--- src/sv/hsp_pkg.sv ---
// Package with sizes, codes and types shared by the substring search block.
package hsp_pkg;

  localparam int MAX_PATTERN = 16;
  localparam int MAX_TEXT    = 1024;
  localparam int ALPHABET    = 256;

  localparam int BYTE_W = 8;
  localparam int POS_W  = 10;
  localparam int PCNT_W = $clog2(MAX_PATTERN + 1);
  localparam int PIDX_W = $clog2(MAX_PATTERN);
  localparam int TCNT_W = $clog2(MAX_TEXT + 1);
  localparam int TIDX_W = $clog2(MAX_TEXT);
  localparam int SUM_W  = ((TCNT_W > PCNT_W) ? TCNT_W : PCNT_W) + 1;

  localparam logic KIND_PATTERN = 1'b0;
  localparam logic KIND_TEXT    = 1'b1;

  typedef enum logic [2:0] {
    S_IDLE,
    S_RD,
    S_CHK,
    S_RD_LAST,
    S_LAST,
    S_TBL,
    S_DONE
  } seq_state_t;

  typedef struct packed {
    logic              start;
    logic              pat_ok;
    logic [PCNT_W-1:0] m;
    logic [TCNT_W-1:0] n;
  } scan_cmd_t;

  typedef struct packed {
    logic             found;
    logic [POS_W-1:0] position;
  } scan_res_t;

endpackage

--- src/sv/hsp_shift_tbl.sv ---
// Bad-character shift table: last-occurrence memory plus per-byte valid bits.
module hsp_shift_tbl (
  input  logic                       clk,
  input  logic                       rst_n,
  input  logic                       clr,
  input  logic                       wr_en,
  input  logic [hsp_pkg::BYTE_W-1:0] wr_addr,
  input  logic [hsp_pkg::PIDX_W-1:0] wr_idx,
  input  logic [hsp_pkg::BYTE_W-1:0] rd_addr,
  input  logic [hsp_pkg::PCNT_W-1:0] m,
  output logic [hsp_pkg::PCNT_W-1:0] shift
);
  import hsp_pkg::*;

  // Each entry holds the last pattern index (below m-1) where the byte occurs.
  logic [PIDX_W-1:0]   mem [ALPHABET];
  logic [ALPHABET-1:0] vld_r;
  logic [PIDX_W-1:0]   idx_rd_r;
  logic                hit_rd_r;

  always_ff @(posedge clk) begin
    if (!rst_n) begin
      vld_r <= '0;
    end else if (clr) begin
      vld_r <= '0;
    end else if (wr_en) begin
      vld_r[wr_addr] <= 1'b1;
    end
  end

  always_ff @(posedge clk) begin
    if (wr_en) begin
      mem[wr_addr] <= wr_idx;
    end
    idx_rd_r <= mem[rd_addr];
    hit_rd_r <= vld_r[rd_addr];
  end

  // A byte absent from the pattern head shifts by the whole pattern length.
  assign shift = hit_rd_r ? (m - PCNT_W'(1) - PCNT_W'(idx_rd_r)) : m;
endmodule

--- config.mk ---
export PLATFORM = sky130hd
export DESIGN_NAME = hsp_shift_tbl
export DESIGN_NICKNAME = d
export VERILOG_FILES = /design/src/sv/hsp_pkg.sv /design/src/sv/hsp_shift_tbl.sv
export SDC_FILE = /design/constraint.sdc
export NUM_CORES = 1
export LEC_CHECK = 0
export ABC_AREA = 1
export BUFFER_PORTS_ARGS = -buffer_cell sky130_fd_sc_hd__buf_2
export CORE_MARGIN = 4
export CORE_UTILIZATION = 40
export DETAILED_ROUTE_END_ITERATION = 6
export PLACE_DENSITY = 0.54
export SLEW_MARGIN = 25
export SYNTH_ARGS = -nofsm -noshare
export SYNTH_HDL_FRONTEND = slang
export SYNTH_SLANG_ARGS = --single-unit
--- constraint.sdc ---
create_clock -name clk -period 1.9 [get_ports clk]
set_input_delay 0.19 -clock clk [delete_from_list [all_inputs] [get_ports clk]]
set_output_delay 0.19 -clock clk [all_outputs]
set_load 0.005 [all_outputs]
== Word level (Yosys, flattened, before mapping) ==
Memory sizes are Yosys's and may differ from the RTL's. A register that Yosys moved wholly into a read port is not among the register bits.
Index checks and enable logic that the tools add are counted.

* Bits in registers: 257
* Memory bits (writable): 1024
* Input bits: 29
* Output and inout bits: 5
* Logic and storage cells: 19
* Memories: 1

{| class="wikitable"
|+ Memory list
! name !! depth !! bits a word !! rd ports !! clocked after Yosys merged registers in !! write ports !! RTL line !! source
|-
| mem || 256 || 4 || 1 || 1 || 1 || hsp_shift_tbl.sv:16 || <nowiki>logic [PIDX_W-1:0] mem [ALPHABET];</nowiki>
|}

* Add/sub/neg operators: 2
* $lt $le $gt $ge: 3
* Mux-type cells: 7
* Bitwise gates (word level): 2
* Reduce and logical (&&, ||, !) cells: 2

{| class="wikitable"
|+ Operators with widths
! operator !! number
|-
| bitwise OR 256 bit || 1
|-
| < comparator 8 x 9 -> 1 bit, second input constant || 2
|-
| binary-select mux 1 bit (select 8 bit) || 1
|-
| demux 1 bit (select 8 bit) || 1
|-
| >= comparator 8 x 1 -> 1 bit, second input constant || 1
|-
| two-way mux 5 bit || 1
|-
| subtractor 5 x 1 -> 5 bit, second input constant || 1
|-
| subtractor 5 x 4 -> 5 bit || 1
|-
| two-way mux 1 bit || 4
|-
| OR reduction 2 bit || 1
|-
| logical AND 1 bit || 1
|-
| NOT 1 bit || 1
|}

== Longest topological paths before layout ==
* Depth after elaboration: 5
* Gate-level depth with buffers: 13
* Mapped depth without buffers: 11

== Worst setup path after synthesis ==
No wires, ideal clock.

* Kind: register to output
* From: reg idx_rd_r[0] (read register of mem)
* To: out shift[4] in the netlist's numbering
* Arrival: 1.375 ns
* Data required time: 1.710 ns
* Slack: 0.335 ns
* Cell stages (with the launch flop): 9
* Path buffers: 0
* Path through: dfxtp_1 > inv_1 > ha_1 > fa_1 > nand2_1 > inv_1 > o21ai_0 > nand3b_1 > xnor2_1

* Longest elaborated chain between the ends: 2

{| class="wikitable"
|+ Ends and longest elaborated chain
! element !! RTL line !! source
|-
| start, declared || hsp_shift_tbl.sv:18 || <nowiki>logic [PIDX_W-1:0] idx_rd_r;</nowiki>
|-
| subtractor 5 x 4 -> 5 bit || hsp_shift_tbl.sv:40 || <nowiki>assign shift = hit_rd_r ? (m - PCNT_W'(1) - PCNT_W'(idx_rd_r)) : m;</nowiki>
|-
| two-way mux 5 bit || hsp_shift_tbl.sv:40 ||
|-
| end, declared || hsp_shift_tbl.sv:11 || <nowiki>output logic [hsp_pkg::PCNT_W-1:0] shift</nowiki>
|}

Every way passes these cells.

== Worst setup path after layout ==
Ends and elaborated chain as after synthesis.

==> results by stage <==
Routing:
- The via count is 38200.
- After detailed routing, the number of vias per cell comes to 5.23.
- The count of antenna-violating nets left after detailed routing is 0.
- The post-detailed-route wirelength per cell is 21.1 um.
- The detailed router finished its first iteration with 3854 violations.
- The routed wire length is 154000 um.
- The first-pass detailed-route iteration total is 6.
- For this run, design rule violations remaining after detail routing come to 0.

Timing:
- Setup repair after global routing could not meet its margin everywhere.
- The worst slew margin relative to its limit is 36.5%.
- The number of hold violations in the final report came to 0.
- The final critical path takes up 144% of the cycle.
- In the post-route analysis, the smallest setup slack over all paths is -0.833 ns.
- The slew at the pin with the worst max-slew slack is 0.952 ns.
- The worst-case hold slack is 0.0743 ns.
- For this run, the top clock speed supported by timing is 0.366 GHz.
- Subtracting the final worst setup slack from the clock period gives 2.73 ns.
- The number of pins with negative max-slew slack in the final report is 0.
- Between clock sinks in the finished design, the worst skew comes to 0.0223 ns.
- The number of endpoints failing setup at the final stage is 5.
- Setup total negative slack on the finished layout was measured at -2.48 ns.

Synthesis:
- Counting every net in the synthesized netlist gives 5181.
- The dominant combinational cell family by area after synthesis is simple AND/OR/NAND/NOR gates.
- Counting flops with an async set or reset pin after synthesis yields a share of 0%.
- In this run, distinct cell masters in the synthesized netlist total 22.
- The synthesized netlist devotes 0.148% of its cell area to compound gates.
- The number of flip-flops and latches in the synthesized netlist is 1285.
- For this run, the leading register cell type out of synthesis is sky130_fd_sc_hd__edfxtp_1.
- The register area share after synthesis is 68.5%.
- The count of synthesis-stage warnings from yosys is 0.
- The number of enable flip-flop cells after synthesis is 1024.
- The fraction of the mapped netlist area in simple logic gates is 27.4%.
- The mapped netlist covers 52500 um^2.
- After Yosys synthesis, XOR and XNOR cells account for 0.0334% of the synthesized area.
- Measured against the total synthesized area, the mux share comes to 0.0429%.
- The average instance in the mapped netlist occupies 10.2 um^2.
- The post-synthesis share of cell area spent on full adders, half adders and majority gates is 0.133%.
- The cell count after synthesis came out at 5147.

Layout:
- The finished cells cover 62900 um^2.
- Relative to the synthesized area, the layout overhead comes to 19.7%.
- Counting the fill cells in the layout gives 11900.
- The final-stage net count is 5479.
- For this run, the number of standard cells in the final layout without fillers is 7305.
- Of the cells placed in the final design, the portion with a size suffix greater than 1 is 12.9%.

Die:
- Row generation in the floorplan step produced 132 rows.
- In this run the count of I/O pins placed on the die edge is 34.
- The starting density of the core is 40.4%.
- The area of the core region is 130000 um^2.
- The die height is 370 um.
- The x dimension of the die is 370 um.
- The die covers 137000 um^2.

Clock network:
- The tree built by TritonCTS fans out to 1285 sinks.
- CTS placed an instance of sky130_fd_sc_hd__clkbuf_16 at the clock tree root.
- The clock passes through at most 3 buffers.
- The clock transition time at the flip-flop clock pins of the worst setup and hold paths is 0.06 ns.
- TritonCTS built the clock tree.
- The H-tree depth is 4.
- Clock latency on the worst-skew pair, taken at its later pin, is 0.76 ns.
- TritonCTS created 139 clock buffers.

Worst setup path:
- The largest incremental delay on the critical path is 0.35 ns.
- For the worst setup path, the data required time is 1.71 ns.
- Counting cells, the worst reg-to-reg path comes to 10.
- The startpoint kind of the worst setup timing path is a flop.
- The sort of element at the end of the critical path is a primary output.
- In this run the worst path has a maximum fanout of 2.
- The signal on the critical path passes through inv_2, ha_4, fa_2, nand2_2, inv_2, o21ai_4, nand3b_1, buf_6, xnor2_2, buf_2.
- For the worst setup path, the data arrival time is 2.54 ns.
- The setup path with the least slack is of type reg2out.
- The cell occurring most often along the worst timing path is sky130_fd_sc_hd__inv_2.
- The slowest cell on the critical path is sky130_fd_sc_hd__fa_2.

Placed design:
- Input and output buffers added on the ports amount to 33.
- The routability-driven placement congestion ratio is 0.857.
- The placement-stage cell area is 58200 um^2.
- Once placement completed, the tool counted placed cells totaling 7039.
- The half-perimeter wire length after detailed placement is 97500 um.

Global route:
- The via count of the first global-routing pass is 37100.
- The number of antenna violations at the first check in global routing is 11.
- Global routing used 22.5% of the available tracks.
- Entering global routing, the biggest net connects 66 pins.
- The overall overflow remaining after global route is 0.
- The global-route wire length before repair is 232000 um.

Pwr:
- The switching power summed over all nets is 14100 uW.
- The total power draw is 61400 uW.
- The internal cell power is 47400 uW.
- In this run, the clock network consumes 43.2% of the power.
- The reported leakage power is 0.0228 uW.
- In this run, the combinational gates consume 7.3% of the power.
- The ratio of total power to cell area is 977 nW/um^2.
- The switching share of total power is 22.9%.
- Per report_power, the sequential group accounts for 49.5% of the total.
- IR analysis of the VDD net gives a maximum drop of 0.999 mV.

Status:
- The checks that failed: setup timing.
- The flow ran to the end, but the final reports show violations.

Job:
- The max-cap check violation count is 0.

Min path:
- The class of the tightest hold or removal check is in2reg.
- The worst hold path cell count is 5.
area by class of cell:
class | instances | area, um^2 | area share (%)
diodes | 3 | 7.51 | 0.0119
flip-flops and latches | 1285 | 36000 | 57.2
inverters | 79 | 318 | 0.506
repair buffers | 496 | 5220 | 8.30
clock inverters | 49 | 395 | 0.629
multi-input cells | 3444 | 14700 | 23.4
clock buffers | 207 | 4070 | 6.48
well taps | 1742 | 2180 | 3.47
kinds of logic (layout without fill, tap and decap cells):
logic type | Yosys count | in the layout
and+or+nand+nor | 3425 | 3425
adders and majority gates | 5 | 5
buffers and inverters | 418 | 831
other | 0 | 3
xor gates and xnor gates | 2 | 2
muxes | 2 | 2
DFF | 1285 | 1285
AOI/OAI and AO/OA | 10 | 10
cell usage after synthesis (all sizes together), types with 3 or more instances:
| library cell | n | area, um^2 |
|---|---|---|
| dfxtp | 261 | 5230 |
| nor2 | 815 | 3060 |
| clkbuf | 84 | 315 |
| nand3 | 1231 | 6160 |
| buf | 255 | 1340 |
| edfxtp | 1024 | 30700 |
| nor3 | 3 | 15.0 |
| nand2 | 1375 | 5160 |
| ha | 4 | 50.1 |
| o21ba | 5 | 50.1 |
| inv | 77 | 289 |
power groups by stage:
stage          clock, uW  sequential, uW  combinational (uW)
6_report           26600           30400                4460
5_1_grt            28300           30400                4810
4_1_cts            27000           30400                4440
3_5_place_dp           0           31000                4350
3_3_place_gp           0           31000                4340
2_1_floorplan          0           31000                2070
critical path: cells and delay by family, from the launching register on:
| kind | cells | cell delay [ns] |
|---|---|---|
| adders and majority gates | 2 | 0.51 |
| buffers and inverters | 4 | 0.37 |
| DFF | 1 | 0.33 |
| AOI/OAI and AO/OA | 1 | 0.24 |
| and+or+nand+nor | 2 | 0.20 |
| xor gates and xnor gates | 1 | 0.12 |
layout by cell type (no fill, tap or decap), drive strengths merged, types with 2 or more instances in the layout:
cell type    instances
a21oi                2
nor2               815
xnor2                2
inv                 81
bufinv               5
edfxtp            1024
o21ba                5
nor3                 3
diode                3
buf                488
clkbuf             207
nand3             1231
nand2             1375
dlygate4sd3          8
clkinv              41
o21ai                2
ha                   4
dfxtp              261
mux2                 2
registers in the layout, summed over array words and instances, names as in the netlist:
name	count
mem	1024
hit_rd_r	1
idx_rd_r	4
vld_r	256
worst paths after layout:
check | slack, ns | endpoint | from
min reg2reg | 0.47 | vld_r[61] | vld_r[61]
min | 0.07 | vld_r[107] | clr
max reg2reg | 0.16 | idx_rd_r[0] | mem[247][0]
max | -0.83 | shift[4] | idx_rd_r[0]
through the flow:
stage / worst slack (ns) / utilization (%)
after floorplan: 0.335 / -
after global placement: -0.906 / 44.8
after detailed placement: -0.859 / 44.8
after CTS: -0.914 / 48.4
after global routing: -0.947 / 48.4
final: -0.833 / 48.4
timing repair:
action / in CTS / in global routing
setup buffers: 1 / 0
pin swaps: 6 / 7
hold endpoints to repair: 190 / 0
resized for setup: 25 / 4
hold buffers: 8 / 0
setup endpoints to repair: 5 / 5
per-layer routing:
| metal | part of all wire [%] | global-route usage (%) |
|---|---|---|
| met1 | 44 | 31.9 |
| met2 | 46 | 34.9 |
| met3 | 7.6 | 4.27 |
| met4 | 2.6 | 6.99 |
| met5 | 0.022 | 0 |
Note: power is estimated with default switching activity, not from simulation.
