## src/sv/hsp_pkg.sv

```systemverilog
// Package with sizes, codes and types shared by the substring search block.
package hsp_pkg;

  localparam int MAX_PATTERN = 16;
  localparam int MAX_TEXT    = 1024;
  localparam int ALPHABET    = 256;

  localparam int BYTE_W = 8;
  localparam int POS_W  = 10;
  localparam int PCNT_W = $clog2(MAX_PATTERN + 1);
  localparam int PIDX_W = $clog2(MAX_PATTERN);
  localparam int TCNT_W = $clog2(MAX_TEXT + 1);
  localparam int TIDX_W = $clog2(MAX_TEXT);
  localparam int SUM_W  = ((TCNT_W > PCNT_W) ? TCNT_W : PCNT_W) + 1;

  localparam logic KIND_PATTERN = 1'b0;
  localparam logic KIND_TEXT    = 1'b1;

  typedef enum logic [2:0] {
    S_IDLE,
    S_RD,
    S_CHK,
    S_RD_LAST,
    S_LAST,
    S_TBL,
    S_DONE
  } seq_state_t;

  typedef struct packed {
    logic              start;
    logic              pat_ok;
    logic [PCNT_W-1:0] m;
    logic [TCNT_W-1:0] n;
  } scan_cmd_t;

  typedef struct packed {
    logic             found;
    logic [POS_W-1:0] position;
  } scan_res_t;

endpackage

```

## src/sv/hsp_seq.sv

```systemverilog
// Search sequencer: one byte compare and one skip adder reused over every window.
module hsp_seq (
  input  logic                       clk,
  input  logic                       rst_n,
  input  hsp_pkg::scan_cmd_t         cmd,
  output logic                       idle,
  output logic [hsp_pkg::PIDX_W-1:0] pat_addr,
  input  logic [hsp_pkg::BYTE_W-1:0] pat_data,
  output logic [hsp_pkg::TIDX_W-1:0] txt_addr,
  input  logic [hsp_pkg::BYTE_W-1:0] txt_data,
  output logic [hsp_pkg::BYTE_W-1:0] tbl_addr,
  input  logic [hsp_pkg::PCNT_W-1:0] shift,
  output hsp_pkg::scan_res_t         res,
  output logic                       res_valid,
  input  logic                       res_take
);
  import hsp_pkg::*;

  seq_state_t        state_r, state_nxt;
  logic [TCNT_W-1:0] skip_r, skip_nxt;
  logic [PCNT_W-1:0] k_r, k_nxt;
  logic [PCNT_W-1:0] m_r, m_nxt;
  logic [TCNT_W-1:0] n_r, n_nxt;
  logic              found_r, found_nxt;
  logic [POS_W-1:0]  pos_r, pos_nxt;

  logic [SUM_W-1:0]  addr_sum;
  logic [SUM_W-1:0]  skip_sum;
  logic [SUM_W-1:0]  end_sum;
  logic [PCNT_W-1:0] k_m1;

  always_ff @(posedge clk) begin
    if (!rst_n) begin
      state_r <= S_IDLE;
    end else begin
      state_r <= state_nxt;
    end
  end

  always_ff @(posedge clk) begin
    skip_r  <= skip_nxt;
    k_r     <= k_nxt;
    m_r     <= m_nxt;
    n_r     <= n_nxt;
    found_r <= found_nxt;
    pos_r   <= pos_nxt;
  end

  always_comb begin
    k_m1     = k_r - PCNT_W'(1);
    addr_sum = SUM_W'(skip_r) + SUM_W'((state_r == S_RD_LAST) ? m_r : k_r) - SUM_W'(1);
    skip_sum = SUM_W'(skip_r) + SUM_W'(shift);
    end_sum  = skip_sum + SUM_W'(m_r);

    pat_addr = k_m1[PIDX_W-1:0];
    txt_addr = addr_sum[TIDX_W-1:0];
    tbl_addr = txt_data;

    state_nxt = state_r;
    skip_nxt  = skip_r;
    k_nxt     = k_r;
    m_nxt     = m_r;
    n_nxt     = n_r;
    found_nxt = found_r;
    pos_nxt   = pos_r;

    case (state_r)
      S_IDLE: begin
        if (cmd.start) begin
          m_nxt     = cmd.m;
          n_nxt     = cmd.n;
          skip_nxt  = '0;
          k_nxt     = cmd.m;
          found_nxt = 1'b0;
          pos_nxt   = '0;
          if (!cmd.pat_ok || (cmd.m == '0) || (SUM_W'(cmd.m) > SUM_W'(cmd.n))) begin
            state_nxt = S_DONE;
          end else begin
            state_nxt = S_RD;
          end
        end
      end
      S_RD: begin
        state_nxt = S_CHK;
      end
      S_CHK: begin
        if (txt_data == pat_data) begin
          if (k_r == PCNT_W'(1)) begin
            found_nxt = 1'b1;
            pos_nxt   = POS_W'(skip_r);
            state_nxt = S_DONE;
          end else begin
            k_nxt     = k_m1;
            state_nxt = S_RD;
          end
        end else begin
          state_nxt = S_RD_LAST;
        end
      end
      S_RD_LAST: begin
        state_nxt = S_LAST;
      end
      S_LAST: begin
        state_nxt = S_TBL;
      end
      S_TBL: begin
        skip_nxt = skip_sum[TCNT_W-1:0];
        if (end_sum > SUM_W'(n_r)) begin
          state_nxt = S_DONE;
        end else begin
          k_nxt     = m_r;
          state_nxt = S_RD;
        end
      end
      S_DONE: begin
        if (res_take) begin
          state_nxt = S_IDLE;
        end
      end
      default: begin
        state_nxt = S_IDLE;
      end
    endcase
  end

  assign idle         = (state_r == S_IDLE);
  assign res_valid    = (state_r == S_DONE);
  assign res.found    = found_r;
  assign res.position = pos_r;
endmodule

```

## config.mk

```make
export PLATFORM = sky130hd
export DESIGN_NAME = hsp_seq
export DESIGN_NICKNAME = d
export VERILOG_FILES = /design/src/sv/hsp_pkg.sv /design/src/sv/hsp_seq.sv
export SDC_FILE = /design/constraint.sdc
export NUM_CORES = 1
export LEC_CHECK = 0
export ABC_AREA = 0
export BUFFER_PORTS_ARGS = -buffer_cell sky130_fd_sc_hd__buf_2
export CAP_MARGIN = 20
export CORE_MARGIN = 3
export CORE_UTILIZATION = 40
export DETAILED_ROUTE_END_ITERATION = 6
export PLACE_DENSITY = 0.73
export SLEW_MARGIN = 25
export SYNTH_ARGS = -nofsm -noshare
export SYNTH_HDL_FRONTEND = slang
export SYNTH_SLANG_ARGS = --single-unit
export TNS_END_PERCENT = 30
```

## constraint.sdc

```tcl
create_clock -name clk -period 4.3 [get_ports clk]
set_input_delay 0.43 -clock clk [delete_from_list [all_inputs] [get_ports clk]]
set_output_delay 0.43 -clock clk [all_outputs]
set_load 0.02 [all_outputs]
```

; ---- After elaboration in Yosys (flattened, before gate mapping)
; Index checks and enable logic that the tools add are counted.
[classes]
addsub = 5
multipliers = 0
n_div = 0
magnitude_cmp = 2
eq_ne = 14
n_shift = 0
muxes = 23
bitwise = 0
reduce_logical = 13
[ops]
columns = cell, n
row1 = $mux 10, 3
row2 = $mux 5, 5
row3 = $pmux 11 s2, 1
row4 = $pmux 3 s7, 1
row5 = $pmux 10 s2, 1
row6 = $mux 3, 6
row7 = $pmux 5 s3, 1
row8 = $add 11x5->12, 1
row9 = $add 12x5->12, 1
row10 = $gt 12x11->1, 1
row11 = $gt 5x11->1, 1
row12 = $mux 11, 1
row13 = $add 10x5->10, 1
row14 = $ne 2x2->1 const B, 5
row15 = $sub 10x1->10 const B, 1
row16 = $eq 3x3->1 const B, 3
row17 = $eq 8x8->1, 1
row18 = $eq 3x2->1 const B, 2
row19 = $reduce_and 2->1, 3
row20 = $eq 5x1->1 const B, 1
row21 = $logic_not 5->1, 1
row22 = $reduce_and 5->1, 1
row23 = $sub 5x1->5 const B, 1
row24 = $reduce_and 4->1, 1
row25 = other kinds (9), 13
[totals]
regBits = 46
latchBits = 0
ramBits = 0
romBits = 0
input_bits = 42
elab_cells = 64
n_memories = 0

; ---- Logic depth before layout (Yosys ltp)
; Gate-level depths: netlist of run 1.
[depth]
ltp_word = 6
mapped_depth = 19
depth_no_buf = 19

; ---- Least setup slack after synthesis of run 1
; OpenSTA, ideal clock, no wires.
[synth_timing]
kind = input port to flip-flop
start = input port shift[0] (netlist bit)
end = register k_r[0], enable pin
arrival_time_ns = 3.913
setup_slack_ns = 0.011
cell_stages = 16
n_path_buf = 0
cell_sequence = ha_1 -> fa_1 -> inv_1 -> fa_1 -> nor2b_1 -> o21ai_0 -> a21boi_0 -> o211ai_1 -> nor4_1 -> xnor2_1 -> ha_1 -> nand4_1 -> o21bai_1 -> a22oi_1 -> o22ai_1 -> o31ai_1
[synth_via]
elab_chain_len = 5
[synth_rtl]
columns = element, line
row1 = start: declaration, hsp_seq.sv:12  ; input logic [hsp_pkg::PCNT_W-1:0] shift,
row2 = $add 11x5->12, hsp_seq.sv:52  ; skip_sum = SUM_W'(skip_r) + SUM_W'(shift);
row3 = via skip_sum[1], hsp_seq.sv:28  ; logic [SUM_W-1:0] skip_sum;
row4 = $add 12x5->12, hsp_seq.sv:53  ; end_sum = skip_sum + SUM_W'(m_r);
row5 = $gt 12x11->1, hsp_seq.sv:108  ; if (end_sum > SUM_W'(n_r)) begin
row6 = $ne 2x2->1 (no line), n/a
row7 = $reduce_and 5->1 (no line), n/a
row8 = end signal: assignment, hsp_seq.sv:42  ; k_r <= k_nxt;
row9 = end: declaration, hsp_seq.sv:21  ; logic [PCNT_W-1:0] k_r, k_nxt;
; The timed path passes the listed nets, and every way through them passes these cells.
; A chain may end at the register's enable or synchronous reset.

; ---- Final worst setup path of run 1
[layout_timing]
start = register skip_r[0]
end = register k_r[4], enable pin
[layout_via]
elab_chain_len = 5
[layout_rtl]
columns = element, line
row1 = start: declaration, hsp_seq.sv:20  ; logic [TCNT_W-1:0] skip_r, skip_nxt;
row2 = start signal: assignment, hsp_seq.sv:41  ; skip_r <= skip_nxt;
row3 = $add 11x5->12, hsp_seq.sv:52
row4 = via skip_sum[4], hsp_seq.sv:28
row5 = $add 12x5->12, hsp_seq.sv:53
row6 = $gt 12x11->1, hsp_seq.sv:108
row7 = $ne 2x2->1 (no line), n/a
row8 = $reduce_and 5->1 (no line), n/a
; The timed path passes the listed nets, and every way through them passes these cells.

==> results.yml, run 1 <==
status:
  outcome: "complete, no violations"
floorplanning:
  num_rows: 34
  die_w_um: 101
  io-pin-count: 77
  die_h_um: 101
  die_area_um2: 10300
  coreArea_um2: 8760
  initial_core_util_pct: 41.5
timing:
  setup_viol: 0
  tightest_slew_ns: 0.673
  fin_skew_ns: 0.00959
  rsz0062_at_grt: "true"
  fin_crit_sh_pct: 98.2
  fmax_mhz: 237
  finalSetupTns_ns: 0
  slew_violations: 0
  final_hold_viol_count: 0
  slew_headroom_pct: 55.1
  final.min_clock_period_ns: 4.22
clock_network:
  clockBufferDepth: 2
  numCtsBuffers: 5
  hold_buffers: 0
  clk_pin_slew_ns: 0.09
  htreeDepth: 2
  cts_sinks: 46
  cts_tree: "yes"
  clkLatencyLatePin_ns: 0.31
  root_buffer: "clkbuf_8"
finish:
  register_area_um2: 1350
  areaGrowthSynthToFinish_pct: 20.9
  fin_util_pct: 50.1
  num-fill-cells: 829
  drive_above_1_share_pct: 26.0
  multi_input_area_um2: 2100
  postLayoutCellArea_um2: 4390
  antenna_cells: 0
  nNetsFinal: 555
setup_path:
  crit_type: "flop to flop"
  critPathLaunchType: "flop"
  crit_path_max_fanout: 5
  required_ns: 4.33
  cp-end-kind: "flop"
  crit_arrival_ns: 4.26
detailed_routing:
  post-route-drc-count: 0
  wire_per_inst_um: 15.0
  viasPerCell: 5.42
  vias: 3110
  first_pass_iters: 5
  ant_nets: 0
  dr.first_iter.drc_count: 180
  wirelength_mm: 8.61
synthesis:
  ys.warnings.count: 0
  synthCells: 385
  synth_area_per_cell_um2: 9.44
  synth_cell_types: 50
  yosysTopAreaCellShare_pct: 35.5
  synthFlopType: "edfxtp_1"
  synth-seq-area-share_pct: 37.2
  yosysMostFrequentCell: "inv_1"
  synth_common_cells: "inv_1 (55), ha_1 (45), edfxtp_1 (43)"
  synth_nets: 475
  yosys.area.top_type: "edfxtp_1"
  synthTopCellsByArea: "edfxtp_1 (36%), ha_1 (15%), inv_1 (5.7%)"
  syn-cell-area_um2: 3630
  synth_edf_count: 43
  ys_ff_latch: 46
  synth-async-reset-ratio_pct: 0
global_route:
  grt_pass1_vias: 3038
  grt_pass1_wl_mm: 13.8
  gr-total-overflow: 0
  grt_max_degree: 18
  grt_usage_pct: 16.8
  antenna_found_initial: 0
place:
  io_buffer_count: 76
  dp_hpwl_mm: 6.86
  routabilityCongestion: 0.893
  placed_cell_area_um2: 4110
run:
  maxCapViolations: 0
power_and_ir_drop:
  ir_worst_vdd_v: 0.000306
  power_leakage_nw: 2.04
  power_density_nw_per_um2: 820
hold_path:
  hp-class: "primary input to flop"
## path summary, 6_finish.rpt
path,startpoint,to,slack (ns),cells past startpoint
max,skip_r[0],k_r[4],0.08,18
max reg2reg,skip_r[0],k_r[4],0.08,18
min reg2reg,skip_r[3],pos_r[3],0.62,2
min,cmd[4],n_r[4],0.31,1
## state kept, by name, indices dropped and copies added (netlist names)
name and cells:
n_r 11, found_r 1, skip_r 11, pos_r 10
m_r 5, state_r 3, k_r 5
## per-stage QoR
stage	hold slack, ns	cells	setup WS (ns)	power, mW
after global routing	0.308	574	-0.190	3.91
after CTS	0.305	569	0.00858	3.49
after global placement	0.594	561	-0.0241	3.00
after detailed placement	0.598	561	-0.213	3.09
after floorplan	0.529	385	0.0112	2.43
final	0.312	574	0.0787	3.60
## layer usage
| metal | track usage [%] | wire length (µm) | part of all wire (%) |
|---|---|---|---|
| met1 | 21.3 | 3540 | 41 |
| met2 | 28.1 | 4210 | 49 |
| met3 | 3.17 | 633 | 7.4 |
| met4 | 7.06 | 220 | 2.6 |
| met5 | 0 | 0 | 0 |
## placed cells by master (no fill, tap or decap), drive strengths merged, types with 2 or more instances in the layout
cell type  netlist  routed
nand3            6       6
edfxtp          43      43
o31ai            3       3
o21bai           2       2
a21o             6       6
nor2            39      39
a21oi           18      18
a211oi           4       4
nor2b            6       6
ha              45      45
clkbuf           5       5
o21ai           14      14
xor2            15      15
and2             5       5
fa               3       3
nand4            4       4
nand2b           2       2
dfxtp            3       3
nor3            10      10
or3              3       3
mux2i            5       5
a21boi           3       3
a22oi            4       4
o211a            2       2
o22ai            2       2
nand2           22      22
and3             2       2
or4              3       3
buf             10      88
o211ai           6       6
xnor2           14      14
nor4             6       6
inv             55      55
bufinv           0       2
o311a            3       3
## repair_timing
item | in CTS | in global routing
endpoints found under the setup margin | 7 | 10
resized for setup | 3 | 25
pin swaps | 0 | 20
setup buffers | 0 | 5
gates cloned | 0 | 0
## final cells by class
cell class	instances	area share (%)
multi-input combinational	269	47.7
sequential	46	30.8
timing repair buffer	88	10.7
inverter	55	4.70
tap	108	3.08
clock buffer	5	1.57
clock inverter	3	1.45
## critical path: stages (launching register included)
cell and delay (ns):
edfxtp_1 0.45, ha_4 0.20, fa_2 0.41, a211oi_4 0.28, nor2_2 0.07, a21oi_2 0.16, ha_1 0.28, a21boi_2 0.17
o211ai_1 0.26, buf_4 0.19, nor2_4 0.04, xnor2_2 0.14, ha_1 0.33, nand4_1 0.14, o21bai_1 0.07, a22oi_1 0.18
o22ai_1 0.13, o31ai_1 0.25, buf_4 0.19
## cell families after synthesis
| logic type | Yosys count | share of synthesized area (%) |
|---|---|---|
| xor+xnor | 29 | 6.99 |
| buf+inv | 70 | 8.20 |
| flops | 46 | 37.2 |
| fa+ha+maj | 48 | 17.1 |
| simple gates | 111 | 14.8 |
| compound gates | 76 | 14.3 |
| mux | 5 | 1.38 |
## power by group
part           internal, mW  switching (mW)  leakage, nW
combinational         0.973            1.42         1.53
sequential            0.701           0.119        0.443
clock                 0.230           0.157       0.0658
Power figures use the tool's default switching activity.
==> inputs of run 2 (changes only) <==
--- a/config.mk
+++ b/config.mk
@@ -8,10 +8,12 @@
 export ABC_AREA = 0
 export BUFFER_PORTS_ARGS = -buffer_cell sky130_fd_sc_hd__buf_2
 export CAP_MARGIN = 20
+export CORE_ASPECT_RATIO = 1.25
 export CORE_MARGIN = 3
-export CORE_UTILIZATION = 40
+export CORE_UTILIZATION = 45
 export DETAILED_ROUTE_END_ITERATION = 6
-export PLACE_DENSITY = 0.73
+export PLACE_DENSITY = 0.79
+export SETUP_SLACK_MARGIN = 0.5
 export SLEW_MARGIN = 25
 export SYNTH_ARGS = -nofsm -noshare
 export SYNTH_HDL_FRONTEND = slang
==> results.yml, run 2 (synthesized netlist as in run 1, its figures left out) <==
status:
  outcome: "complete, no violations"
setup_path:
  r2r-start: "skip_r[0]"
  rr_endpoint: "k_r[2]"
  cp-end-kind: "flop"
  crit_arrival_ns: 4.23
  rrSetupSlack_ns: 0.06
  crit_type: "flop to flop"
  crit_start: "skip_r[0]"
  rr_worst_depth: 16
  crit_path_max_fanout: 5
  critPathLaunchType: "flop"
  endpoint: "k_r[2]"
  required_ns: 4.29
timing:
  fin_crit_sh_pct: 98.7
  tightest_slew_ns: 0.740
  setup_slack_ns: 0.0579
  final.min_clock_period_ns: 4.24
  final_hold_viol_count: 0
  finalSetupTns_ns: 0
  fin_skew_ns: 0.0132
  setup_viol: 0
  slew_headroom_pct: 50.7
  rsz0062_at_grt: "true"
  whs_ns: 0.314
  slew_violations: 0
  fmax_mhz: 236
global_route:
  grt_usage_pct: 18.7
  grt_pass1_vias: 3039
  antenna_found_initial: 0
  gr-total-overflow: 0
  grt_pass1_wl_mm: 13.8
  grt_max_degree: 18
floorplanning:
  die_w_um: 86.4
  die_area_um2: 9200
  coreArea_um2: 7840
  num_rows: 36
  die_h_um: 106
  io-pin-count: 77
  initial_core_util_pct: 46.4
hold_path:
  hp-class: "primary input to flop"
detailed_routing:
  first_pass_iters: 4
  dr.first_iter.drc_count: 207
  vias: 3081
  ant_nets: 0
  post-route-drc-count: 0
  wire_per_inst_um: 15.0
  wirelength_mm: 8.42
  viasPerCell: 5.49
run:
  maxCapViolations: 0
power_and_ir_drop:
  power_mw: 3.51
  ir_worst_vdd_v: 0.000515
  power_leakage_nw: 2.02
  power_density_nw_per_um2: 810
clock_network:
  clkLatencyLatePin_ns: 0.31
  clockBufferDepth: 2
  numCtsBuffers: 5
  cts_sinks: 46
  root_buffer: "clkbuf_8"
  htreeDepth: 2
  cts_tree: "yes"
  hold_buffers: 0
  clk_pin_slew_ns: 0.09
finish:
  reg_top3: "n_r x11, skip_r x11, pos_r x10"
  num-fill-cells: 698
  final_common_cell: "buf_2"
  instances_no_fill: 561
  drive_above_1_share_pct: 26.2
  areaGrowthSynthToFinish_pct: 19.3
  nNetsFinal: 555
  postLayoutCellArea_um2: 4330
  fin_util_pct: 55.3
  mostFrequentLayoutCells: "buf_2 (76), inv_1 (54), ha_1 (43), edfxtp_1 (43), nor2_1 (38)"
  multi_input_area_um2: 2100
  antenna_cells: 0
  register_area_um2: 1350
place:
  routabilityCongestion: 0.913
  io_buffer_count: 76
  placed_cell_area_um2: 4100
  place_ws_ns: -0.114
  dp_hpwl_mm: 6.72
  dp_cells: 543
-- run 2: cell count changes in the layout (fill, tap and decap cells not counted), sizes merged --
cell / delta
clkinvlp: +1
bufinv: -2
clkinv: +1
-- run 2: worst min path at each step --
stage                         start  endpoint  slack [ns]  cells past startpoint
after floorplan             cmd[11]    m_r[0]        0.53                      0
after global placement    skip_r[4]  pos_r[4]        0.58                      2
after detailed placement  skip_r[4]  pos_r[4]        0.61                      2
after CTS                    cmd[3]    n_r[3]        0.31                      1
after global routing         cmd[1]    n_r[1]        0.31                      1
final                        cmd[1]    n_r[1]        0.31                      1
-- run 2: power by group --
part,switching [mW],internal [mW]
clock,0.149,0.111
combinational,1.44,0.985
sequential,0.122,0.701
total,1.71,1.80
-- run 2: timing repair --
action                                  CTS  global route
endpoints found under the setup margin   13            13
setup buffers                             6             4
gates cloned                              0             0
pin swaps                                15            17
gates resized for setup                   8            10
-- run 2: layout make-up --
cell class / count / share of cell area, %
Clock buffer: 5 / 1.59
Clock inverter: 3 / 0.375
Inverter: 55 / 4.76
Multi-Input combinational cell: 269 / 48.5
Sequential cell: 46 / 31.2
Tap cell: 95 / 2.74
Timing Repair Buffer: 88 / 10.9
-- run 2: critical path: stages, from the launching register on --
cell	delay (ns)
edfxtp_1	0.44
ha_4	0.19
fa_2	0.43
a211oi_2	0.29
nor2_1	0.11
a21oi_2	0.14
ha_1	0.20
a21boi_1	0.21
o211ai_1	0.19
nor4_2	0.34
xnor2_1	0.13
ha_1	0.32
nand4_1	0.13
o21bai_1	0.12
a22oi_2	0.18
o22ai_2	0.13
o31ai_4	0.36
-- run 2: layer usage --
metal  GRT usage, %  vias up  share of wire, %
li1               -     1509                 -
met2           34.2       93                53
met3           3.33       13               5.0
met5              0        -                 0
met4           5.90        0               1.7
met1           21.5     1466                40
==> inputs of run 3 (changes only) <==
--- a/config.mk
+++ b/config.mk
@@ -12,7 +12,7 @@
 export CORE_MARGIN = 3
 export CORE_UTILIZATION = 45
 export DETAILED_ROUTE_END_ITERATION = 6
-export PLACE_DENSITY = 0.79
+export PLACE_DENSITY = 0.77
 export SETUP_SLACK_MARGIN = 0.5
 export SLEW_MARGIN = 25
 export SYNTH_ARGS = -nofsm -noshare
==> constraint.sdc (replaced) <==
create_clock -name clk -period 4.5 [get_ports clk]
set_input_delay 0.45 -clock clk [delete_from_list [all_inputs] [get_ports clk]]
set_output_delay 0.45 -clock clk [all_outputs]
set_load 0.02 [all_outputs]
==> results.yml, run 3 (synthesized netlist as in run 1, its figures left out) <==
status:
  outcome: "complete, no violations"
setup_path:
  critPathLaunchType: "flop"
  rrSetupSlack_ns: 0.31
  crit_type: "flop to flop"
  crit_arrival_ns: 4.17
  required_ns: 4.48
  r2r-start: "skip_r[0]"
  rr_endpoint: "k_r[0]"
  crit_path_max_fanout: 5
  cp-end-kind: "flop"
  rr_worst_depth: 19
timing:
  setup_viol: 0
  setup_slack_ns: 0.309
  whs_ns: 0.337
  final_hold_viol_count: 0
  fin_crit_sh_pct: 93.1
  final.min_clock_period_ns: 4.19
  fin_skew_ns: 0.00846
  slew_violations: 0
  fmax_mhz: 239
  rsz0062_at_grt: "true"
  finalSetupTns_ns: 0
  tightest_slew_ns: 0.678
  slew_headroom_pct: 54.8
finish:
  nNetsFinal: 559
  drive_above_1_share_pct: 28.3
  num-fill-cells: 702
  final_common_cell: "buf_2"
  antenna_cells: 0
  register_area_um2: 1350
  multi_input_area_um2: 2140
  fin_util_pct: 56.7
  mostFrequentLayoutCells: "buf_2 (76), inv_1 (54), edfxtp_1 (43)"
  areaGrowthSynthToFinish_pct: 22.2
  reg_top3: "n_r x11, skip_r x11, pos_r x10"
run:
  maxCapViolations: 0
power_and_ir_drop:
  switching_share_pct: 47.7
  power_frac_clock_pct: 8.6
  seq_power_share_pct: 22.0
  internal_power_mw: 1.87
  combPwrFrac_pct: 69.3
  ir_worst_vdd_v: 0.000556
  power_leakage_nw: 2.06
  p_sw_mw: 1.70
  power_density_nw_per_um2: 804
detailed_routing:
  vias: 3161
  wirelength_mm: 8.76
  wire_per_inst_um: 15.5
  viasPerCell: 5.59
  first_pass_iters: 4
  post-route-drc-count: 0
  dr.first_iter.drc_count: 214
  ant_nets: 0
hold_path:
  whs_endpoint: "n_r[1]"
  min_from: "cmd[1]"
  holdPathStages: 1
  hp-class: "primary input to flop"
place:
  routabilityCongestion: 0.921
  io_buffer_count: 76
  place_ws_ns: -0.00647
  dp_hpwl_mm: 6.65
clock_network:
  cts_tree: "yes"
  clockBufferDepth: 2
  numCtsBuffers: 5
  cts_sinks: 46
  htreeDepth: 2
  root_buffer: "clkbuf_8"
  clkLatencyLatePin_ns: 0.30
  hold_buffers: 0
  clk_pin_slew_ns: 0.09
global_route:
  antenna_found_initial: 0
  grt_usage_pct: 18.5
  grt_max_degree: 18
  gr-total-overflow: 0
  grt_pass1_vias: 3027
  grt_pass1_wl_mm: 13.6
floorplanning:
  initial_core_util_pct: 46.4
  die_area_um2: 9200
  num_rows: 36
  coreArea_um2: 7840
  die_w_um: 86.4
  die_h_um: 106
  io-pin-count: 77
-- run 3: how the worst max path moves through the flow --
stage / end / slack [ns] / from
floorplan: k_r[0] / 0.51 / shift[0]
global placement: k_r[2] / 0.20 / shift[0]
detailed placement: k_r[4] / -0.006 / shift[0]
CTS: k_r[1] / 0.42 / skip_r[0]
global route: k_r[1] / 0.07 / skip_r[0]
finish: k_r[0] / 0.31 / skip_r[0]
-- run 3: repair_timing --
action | in CTS | in global routing
hold endpoints to repair | 0 | 0
buffers inserted | 11 | 3
endpoints found under the setup margin | 10 | 11
resized for setup | 19 | 17
pin swaps | 20 | 16
-- run 3: final cells by class --
type / count / share of cell area (%)
repair buffers: 92 / 11.4
multi-input cells: 269 / 48.3
flip-flops and latches: 46 / 30.5
clock buffers: 6 / 1.63
well taps: 95 / 2.68
inverters: 55 / 4.65
clock inverters: 2 / 0.845
-- run 3: power groups by stage --
stage	sequential (mW)	clock [mW]	combinational [mW]
2_1_floorplan	0.776	0	1.57
3_3_place_gp	0.785	0	2.04
3_5_place_dp	0.791	0	2.11
4_1_cts	0.782	0.310	2.29
5_1_grt	0.802	0.331	2.73
6_report	0.787	0.308	2.48
-- run 3: critical path, cell delays in order, from the launching register on --
cell and delay (ns):
edfxtp_1 0.44, ha_2 0.22, buf_4 0.14, a21oi_4 0.15, nor2b_1 0.06, nor2_1 0.11, xnor2_1 0.09, ha_1 0.33
o21ai_1 0.11, o21ai_2 0.21, a21oi_4 0.10, or4_4 0.47, nor2_4 0.13, xnor2_2 0.12, ha_1 0.26, nand4_1 0.11
o21bai_1 0.09, a22oi_1 0.22, o22ai_2 0.14, o31ai_4 0.37
-- run 3: stage by stage --
step           instances  total power, mW  instance area [µm²]
3_5_place_dp         543             2.91                 4080
5_1_grt              565             3.87                 4440
3_3_place_gp         543             2.82                 4080
2_1_floorplan        385             2.34                 3660
4_1_cts              562             3.38                 4320
6_report             565             3.57                 4440
-- run 3: metal layers --
layer,vias to the layer above,share of wire (%),global-route usage (%)
met1,1505,38,21.2
met4,0,2.9,7.35
met2,116,53,33.5
met3,20,5.5,2.95
met5,-,0,0
li1,1520,-,-
